$ cat src/rtl/lap_pkg.sv
// shared types, constants and sine table generator for the lfo auto panner
package lap_pkg;

  localparam int SINE_INDEX_BITS_DEF = 8;
  localparam int SAMPLE_WIDTH_DEF    = 16;

  localparam int CFG_ADDR_W = 1;
  localparam int CFG_DATA_W = 32;

  // configuration register indexes
  localparam logic [CFG_ADDR_W-1:0] REG_PHASE_STEP = 1'd0;
  localparam logic [CFG_ADDR_W-1:0] REG_MIX_LEVEL  = 1'd1;

  localparam logic [31:0] PHASE_STEP_RST = 32'd187905;
  localparam logic [15:0] Q15_ONE        = 16'h8000;
  localparam logic [15:0] MIX_LEVEL_RST  = Q15_ONE;

  localparam longint unsigned HALF_PI_Q30 = 64'd1686629713;

  // left and right gains, unsigned q2.15 in 0..65536
  typedef struct packed {
    logic [16:0] left;
    logic [16:0] right;
  } lap_gain_t;

  // entry k of the quarter-wave table, round(32768 * sin(k * pi/2 / 2^ib)),
  // taylor series in q30 evaluated at elaboration
  function automatic logic [15:0] sine_entry(input int k, input int ib);
    longint unsigned x;
    longint unsigned x2;
    longint unsigned t;
    longint          s;
    longint          q;
    x  = (HALF_PI_Q30 * longint'(k)) >> ib;
    x2 = (x * x) >> 30;
    t  = x;
    s  = longint'(x);
    t  = ((t * x2) >> 30) / 6;   s = s - longint'(t);
    t  = ((t * x2) >> 30) / 20;  s = s + longint'(t);
    t  = ((t * x2) >> 30) / 42;  s = s - longint'(t);
    t  = ((t * x2) >> 30) / 72;  s = s + longint'(t);
    t  = ((t * x2) >> 30) / 110; s = s - longint'(t);
    t  = ((t * x2) >> 30) / 156; s = s + longint'(t);
    t  = ((t * x2) >> 30) / 210; s = s - longint'(t);
    if (s < 0) begin
      s = 0;
    end
    q = (s + 16384) >>> 15;
    if (q > 32768) begin
      q = 32768;
    end
    return 16'(q);
  endfunction

endpackage

$ cat src/rtl/lap_lane.sv
// one channel lane: sample times gain, rounded and saturated
module lap_lane #(
  parameter int SAMPLE_WIDTH = lap_pkg::SAMPLE_WIDTH_DEF
) (
  input  logic                           clk,
  input  logic                           en,
  input  logic signed [SAMPLE_WIDTH-1:0] sample,
  input  logic        [16:0]             gain,
  output logic signed [SAMPLE_WIDTH-1:0] result
);
  localparam int PW = SAMPLE_WIDTH + 18;
  localparam int QW = PW - 15;
  localparam logic signed [QW-1:0] QMAX = QW'((1 << (SAMPLE_WIDTH - 1)) - 1);
  localparam logic signed [QW-1:0] QMIN = -QMAX - QW'(1);

  logic signed [PW-1:0] prod;
  logic signed [PW-1:0] rnd;
  logic signed [QW-1:0] q;

  always_ff @(posedge clk) begin
    if (en) begin
      prod <= PW'(sample) * $signed({1'b0, gain});
    end
  end

  // floor of (prod + half) / 32768
  assign rnd = prod + PW'(16384);
  assign q   = rnd[PW-1:15];

  always_comb begin
    priority if (q > QMAX) begin
      result = QMAX[SAMPLE_WIDTH-1:0];
    end else if (q < QMIN) begin
      result = QMIN[SAMPLE_WIDTH-1:0];
    end else begin
      result = q[SAMPLE_WIDTH-1:0];
    end
  end

endmodule

$ cat config.mk
export PLATFORM = sky130hd
export DESIGN_NAME = lap_lane
export DESIGN_NICKNAME = d
export VERILOG_FILES = /design/src/rtl/lap_pkg.sv /design/src/rtl/lap_lane.sv
export SDC_FILE = /design/constraint.sdc
export NUM_CORES = 1
export LEC_CHECK = 0
export BUFFER_PORTS_ARGS = -buffer_cell sky130_fd_sc_hd__buf_2
export CORE_AREA = 3 3 142 199
export DETAILED_ROUTE_END_ITERATION = 12
export DIE_AREA = 0 0 145 202
export HOLD_SLACK_MARGIN = 0.1
export MAX_ROUTING_LAYER = met4
export PLACE_DENSITY = 0.67
export SETUP_SLACK_MARGIN = 0.1
export SLEW_MARGIN = 30
export SYNTH_ARGS = -nofsm -noshare
export SYNTH_HDL_FRONTEND = slang
export SYNTH_SLANG_ARGS = --single-unit
$ cat constraint.sdc
create_clock -name clk -period 11 [get_ports clk]
set_input_delay 0.55 -clock clk [delete_from_list [all_inputs] [get_ports clk]]
set_output_delay 0.55 -clock clk [all_outputs]
set_load 0.05 [all_outputs]
# == Word-level counts from Yosys, hierarchy flattened ==
# Index checks and enable logic that the tools add are counted.
# op_classes
addsub,1
mul,1
order_cmp,2
n_mux,2
# op_table
operator,count
"adder 34 x 16 -> 34 bit, second input constant",1
multiplier 16 x 18 -> 34 bit,1
2-to-1 mux 16 bit,2
"greater-than comparator 19 x 16 -> 1 bit, second input constant",1
"less-than comparator 19 x 16 -> 1 bit, second input constant",1
# word_totals
ff_bits,34
inputBits,35
output_inout_bits,16
wordCells,7

# == Longest topological paths before layout ==
# Gate-level depths: netlist of run 1.
# depth
ltp_word,4
mapped_depth,23

# == Least setup slack after synthesis of run 1 ==
# Ideal clock, no wire load.
# synth_timing
kind,input to register
start,input sample[9]
end,"register prod[30], data pin"
setup_ns,0.260
t_arrival_ns,5.907
setup_slack_ns,4.833
stages,23
n_path_buf,3
cell_sequence,clkbuf_1 -> clkbuf_1 -> nand2_1 -> fa_1 -> inv_1 -> fa_1 -> inv_1 -> fa_1 -> inv_1 -> fa_1 -> fa_1 -> inv_1 -> fa_1 -> inv_1 -> ha_1 -> buf_2 -> a21oi_2 -> o21ai_0 -> a21oi_1 -> o22ai_1 -> a211o_1 -> a31oi_2 -> xnor2_1
# synth_between
elab_chain_cells,1
# synth_lines
item,line_no,rtl
start: declaration,lap_lane.sv:7,"input logic signed [SAMPLE_WIDTH-1:0] sample,"
multiplier 16 x 18 -> 34 bit,lap_lane.sv:22,"prod <= PW'(sample) * $signed({1'b0, gain});"
end signal: assignment,lap_lane.sv:22,
end: declaration,lap_lane.sv:16,logic signed [PW-1:0] prod;
# Every way passes these cells.
# A chain may end at the register's enable or synchronous reset.

# == Final worst setup path of run 1 ==
# layout_timing
start,input sample[9]
end,"register prod[23], data pin"
# Same word-level chain as after synthesis.

==> flow_metrics.py, run 1 <==
metrics = {
    "global_routing": {
        "gr-total-overflow": 0,
        "grt_usage_pct": 17.36,
        "grt_max_degree": 21,
        "antenna_found_initial": 0,
        "grt_pass1_wl_um": 40700,
        "grt_pass1_vias": 8327,
    },
    "min_path": {
        "min_path_type": "input port to flip-flop",
    },
    "finish": {
        "largest_reg_flops": 20,
        "largestRegisters": "prod: 20 flops",
        "nets": 1566,
        "multiInputGateArea_sq_um": 8761,
        "top_register": "prod",
        "areaGrowthSynthToFinish_pct": 5.380,
        "final-seq-area_sq_um": 600.6,
        "nFillCells": 2652,
        "drive_gt1_share_pct": 6.833,
        "diodes": 0,
    },
    "die": {
        "fp.dieW_um": 145,
        "start_util_pct": 39.49,
        "ioPinCount": 51,
        "fp.dieH_um": 202,
        "core-area_sq_um": 26740,
        "rows": 71,
        "dieArea_sq_um": 29290,
    },
    "sta": {
        "slew_headroom_pct": 51.17,
        "timing.fmax_ghz": 0.1601,
        "setup_viol": 0,
        "fin_crit_sh_pct": 56.80,
        "finalSetupTns_ps": 0,
        "tightest_slew_ps": 730.8,
        "drv_slew": 0,
        "final_hold_viol_count": 0,
        "period_needed_ps": 6248,
        "rsz0062_at_grt": "no",
    },
    "setup_path": {
        "worstSetupPathType": "input port to flip-flop",
        "worst-path-max-fanout": 17,
        "slowest_stage": "fa_1",
        "slowest_delay_ps": 550,
        "cp.buffers_inverters": 6,
        "path_common_cell": "fa_1",
        "path_delay_family": "adder cells",
        "critPathLaunchType": "input port",
        "cp.required_ps": 11040,
        "cp-end-kind": "flip-flop",
        "crit_arrival_ps": 6290,
        "crit_path_cell_trace": "buf_2, nand2_1, fa_1, inv_1, fa_1, inv_1, fa_1, inv_1, fa_1, fa_1, inv_1, fa_1, inv_1, ha_1, a21oi_2, o21ai_0, a21oi_1, o22ai_1, a211o_1, a21oi_2, xnor2_1",
    },
    "synthesis": {
        "yosysWarnings": 0,
        "synth_area_per_cell_sq_um": 8.806,
        "syn_area_sq_um": 10560,
        "synth_flop_cell": "edfxtp_1",
        "synth_area_leaders": "fa_1, ha_1, inv_1",
        "syn_nets": 1563,
        "synth.top_cell.area_share_pct": 39.25,
        "ys_ff_latch": 20,
        "syn_inst": 1199,
        "async_reset_ff_share_pct": 0,
        "yosys.area.top_type": "fa_1",
        "yosysSeqAreaShare_pct": 5.688,
        "synth_edf_count": 20,
        "ys_types": 53,
        "yosysMostFrequentCell": "inv_1",
        "yosys-top-cells-count": "inv_1, fa_1, nand2_1, and2_1, ha_1",
    },
    "drt": {
        "wl_per_cell_um": 15.75,
        "wl_um": 24650,
        "route.vias.total": 7944,
        "detail-route-antenna-nets": 0,
        "post-route-drc-count": 0,
        "drt_iter0_drc": 427,
        "avgViaCountPerCell": 5.076,
        "dr.pass1.iters": 5,
    },
    "clock_network": {
        "clkSinkCount": 20,
        "cts_buffers": 3,
        "path_clk_slew_ps": 50,
        "cts_tree": "done",
        "clockBufferDepth": 2,
        "ctsResizeCount": 0,
        "post_cts_buffers": 0,
        "cts-hold-fix-buffers": 0,
        "htreeDepth": 1,
        "cts_root_buf": "clkbuf_16",
    },
    "place": {
        "place.gp.congestion": 0.8735,
        "dp_hpwl_um": 20600,
        "port_buffers": 50,
    },
    "flow_run": {
        "cap_viol_max_count": 0,
    },
    "run_status": {
        "status": "completed",
    },
}
-- placed cells by master, fill, tap and decap left out, types with 5 or more instances in the layout --
| cell | count |
|---|---|
| o211ai_1 | 5 |
| and2_1 | 127 |
| inv_1 | 261 |
| o21ai_2 | 13 |
| nand4_1 | 14 |
| ha_1 | 122 |
| buf_2 | 50 |
| o21ai_0 | 19 |
| nor3_1 | 6 |
| nand2b_1 | 10 |
| xnor2_1 | 23 |
| nor2_1 | 25 |
| and3_1 | 12 |
| a21oi_1 | 30 |
| fa_1 | 207 |
| nand2_1 | 157 |
| nand3_1 | 22 |
| xor2_1 | 14 |
| edfxtp_1 | 20 |
-- worst paths after layout --
| kind | startpoint | to | cells past startpoint |
|---|---|---|---|
| worst min-delay path | en | prod[25] | 1 |
| worst max-delay path | sample[9] | prod[23] | 21 |
-- routing by layer --
| metal | part of all wire, % | GRT usage, % |
|---|---|---|
| met5 | 0 | - |
| met4 | 1.7 | 3.769 |
| met3 | 2.6 | 0.7849 |
| met2 | 59 | 34.47 |
| met1 | 37 | 19.11 |
-- cell families after synthesis --
kind of cell	after synthesis	share of synthesized area, %
AO/OA/AOI/OAI	109	7.323
flip-flops	20	5.688
AND/OR/NAND/NOR	389	18.69
buffers and inverters	314	11.43
multiplexers	1	0.09480
XOR/XNOR	37	3.069
adder cells (fa/ha/maj)	329	53.70
-- area by class of cell --
type | instances | area share, %
Tap cell | 365 | 4.104
Sequential cell | 20 | 5.398
Clock buffer | 3 | 0.6747
Timing Repair Buffer | 50 | 2.249
Multi-Input combinational cell | 865 | 78.74
Inverter | 262 | 8.838
-- through the flow --
| step | cell area (sq um) | std cells | worst slack (ps) | utilization, % | hold WS, ps |
|---|---|---|---|---|---|
| floorplan | 10560 | 1199 | 4833 | - | 662.5 |
| global placement | 11040 | 1562 | 4547 | 41.29 | 1020 |
| detailed placement | 11050 | 1562 | 4527 | 41.33 | 1029 |
| CTS | 11130 | 1565 | 4781 | 41.61 | 773.4 |
| global route | 11130 | 1565 | 4470 | 41.61 | 787.6 |
| finish | 11130 | 1565 | 4752 | 41.61 | 763.9 |
Power of run 1 is not shown: default switching activity piles up to over one toggle a cycle in this logic, so the estimate is an artifact.
==> run 2: changes to the inputs <==
==> constraint.sdc (replaced) <==
create_clock -name clk -period 5.9 [get_ports clk]
set_input_delay 0.295 -clock clk [delete_from_list [all_inputs] [get_ports clk]]
set_output_delay 0.295 -clock clk [all_outputs]
set_load 0.05 [all_outputs]
==> run 2 against run 1 <==
- final cell count is 4.2% higher
- largest cell class unchanged
- flip-flop and latch count stayed put
- global-route usage is 0.25 points higher
- worst setup slack worse by 4500 ps
- sequential share of layout area is 0.29 points lower
- cell area is 5.7% higher
- worst hold slack worse by 260 ps
- first-iteration DRC count is 11% higher
- routed wire length is 0.26% higher
- die area stayed put
==> flow_metrics.py, run 2 (same netlist as run 1, synthesis figures left out) <==
metrics = {
    "sta": {
        "setup_ws_ps": 244.8,
        "period_needed_ps": 5655,
        "fin_hold_ws_ps": 505.1,
        "fin_crit_sh_pct": 95.85,
        "final_hold_viol_count": 0,
        "slew_headroom_pct": 50.37,
        "tightest_slew_ps": 744.4,
        "timing.fmax_ghz": 0.1768,
        "rsz0062_at_grt": "yes",
        "drv_slew": 0,
        "setup_viol": 0,
    },
    "die": {
        "fp.dieW_um": 145,
        "ioPinCount": 51,
        "start_util_pct": 39.49,
        "rows": 71,
        "fp.dieH_um": 202,
        "core-area_sq_um": 26740,
        "dieArea_sq_um": 29290,
    },
    "finish": {
        "largestRegisters": "prod: 20 flops",
        "final_cell_mix": "inv_1, fa_1, nand2_1",
        "areaGrowthSynthToFinish_pct": 11.39,
        "diodes": 0,
        "drive_gt1_share_pct": 12.95,
        "top_register": "prod",
        "final_common_cell": "inv_1",
        "largest_reg_flops": 20,
        "nets": 1631,
    },
    "setup_path": {
        "cp-end-kind": "flip-flop",
        "cp-endpoint": "prod[23]",
        "crit_start": "sample[6]",
        "worst-path-max-fanout": 9,
        "worstSetupPathType": "input port to flip-flop",
        "crit_arrival_ps": 5640,
        "cp.required_ps": 5890,
        "critPathLaunchType": "input port",
    },
    "global_routing": {
        "grt_pass1_vias": 8811,
        "antenna_found_initial": 0,
        "grt_pass1_wl_um": 41830,
        "grt_usage_pct": 17.62,
        "gr-total-overflow": 0,
        "grt_max_degree": 21,
    },
    "clock_network": {
        "cts_root_buf": "clkbuf_16",
        "clkSinkCount": 20,
        "htreeDepth": 1,
        "clockBufferDepth": 2,
        "cts_buffers": 3,
        "path_clk_slew_ps": 60,
        "cts_tree": "done",
        "cts-hold-fix-buffers": 0,
    },
    "drt": {
        "detail-route-antenna-nets": 0,
        "dr_wl_met2_um": 14470,
        "highest_layer": "met4",
        "avgViaCountPerCell": 5.018,
        "post-route-drc-count": 0,
        "route.vias.total": 8185,
        "wl_um": 24720,
        "drt_iter0_drc": 474,
        "wl_per_cell_um": 15.15,
        "dr.pass1.iters": 5,
        "wl_met1_um": 9078,
        "wl_met3_um": 696,
    },
    "place": {
        "dp_slack_ps": -134.4,
        "place.gp.congestion": 0.9003,
        "port_buffers": 50,
        "dp_hpwl_um": 21770,
    },
    "flow_run": {
        "cap_viol_max_count": 0,
    },
    "run_status": {
        "status": "completed",
    },
    "min_path": {
        "min_path_type": "input port to flip-flop",
    },
}
==> run 2: changes by cell type in the layout (fill, tap and decap cells not counted), sizes merged <==
cell / change
bufinv: +1
buf: +61
clkbuf: +4
==> run 2: worst min-delay path by stage <==
stage	from	endpoint	slack, ps	cells past startpoint
global placement	en	prod[26]	770	1
floorplan	en	prod[14]	410	0
CTS	en	prod[32]	510	1
finish	en	prod[28]	510	1
detailed placement	en	prod[26]	770	1
global route	en	prod[32]	520	1
==> run 2: what timing repair did <==
item,in CTS,in global routing
endpoints found under the setup margin,0,13
resized for setup,0,28
buffers inserted,0,1
==> run 2: per-stage QoR <==
| step | instances | TNS (ps) | area [sq um] | utilization (%) |
|---|---|---|---|---|
| after floorplan | 1199 | 0 | 10570 | - |
| after global placement | 1626 | -218.7 | 11530 | 43.14 |
| after detailed placement | 1626 | -324.7 | 11540 | 43.18 |
| after CTS | 1630 | 0 | 11650 | 43.57 |
| after global routing | 1631 | 0 | 11760 | 43.98 |
| final | 1631 | 0 | 11760 | 43.98 |
==> run 2: final cells by class <==
type | instances | area [sq um]
clock buffer | 3 | 75.07
clock inverter | 1 | 30.03
fill | 2613 | 14980
inverter | 262 | 983.4
multi-input combinational | 865 | 8850
sequential | 20 | 600.6
tap | 365 | 456.7
timing repair buffer | 115 | 765.7
==> run 2: critical path, stage by stage <==
cell and delay (ps):
buf_2 170, buf_4 170, and2_1 150, fa_1 540
inv_1 50, fa_1 440, fa_2 540, inv_1 60
ha_1 310, fa_1 550, inv_1 60, fa_1 530
inv_1 40, ha_1 310, buf_4 160, nand3_1 80
nor3_1 70, a221oi_4 350, o22ai_2 150, a211o_1 310
a21oi_2 200, xnor2_2 100
==> run 2: per-layer routing <==
metal / vias up / global-route usage, %
li1: 3807 / -
met1: 4178 / 19.55
met2: 160 / 34.79
met3: 40 / 0.8074
met4: 0 / 3.803
met5: - / -
Power of run 2 is left out for the same reason.
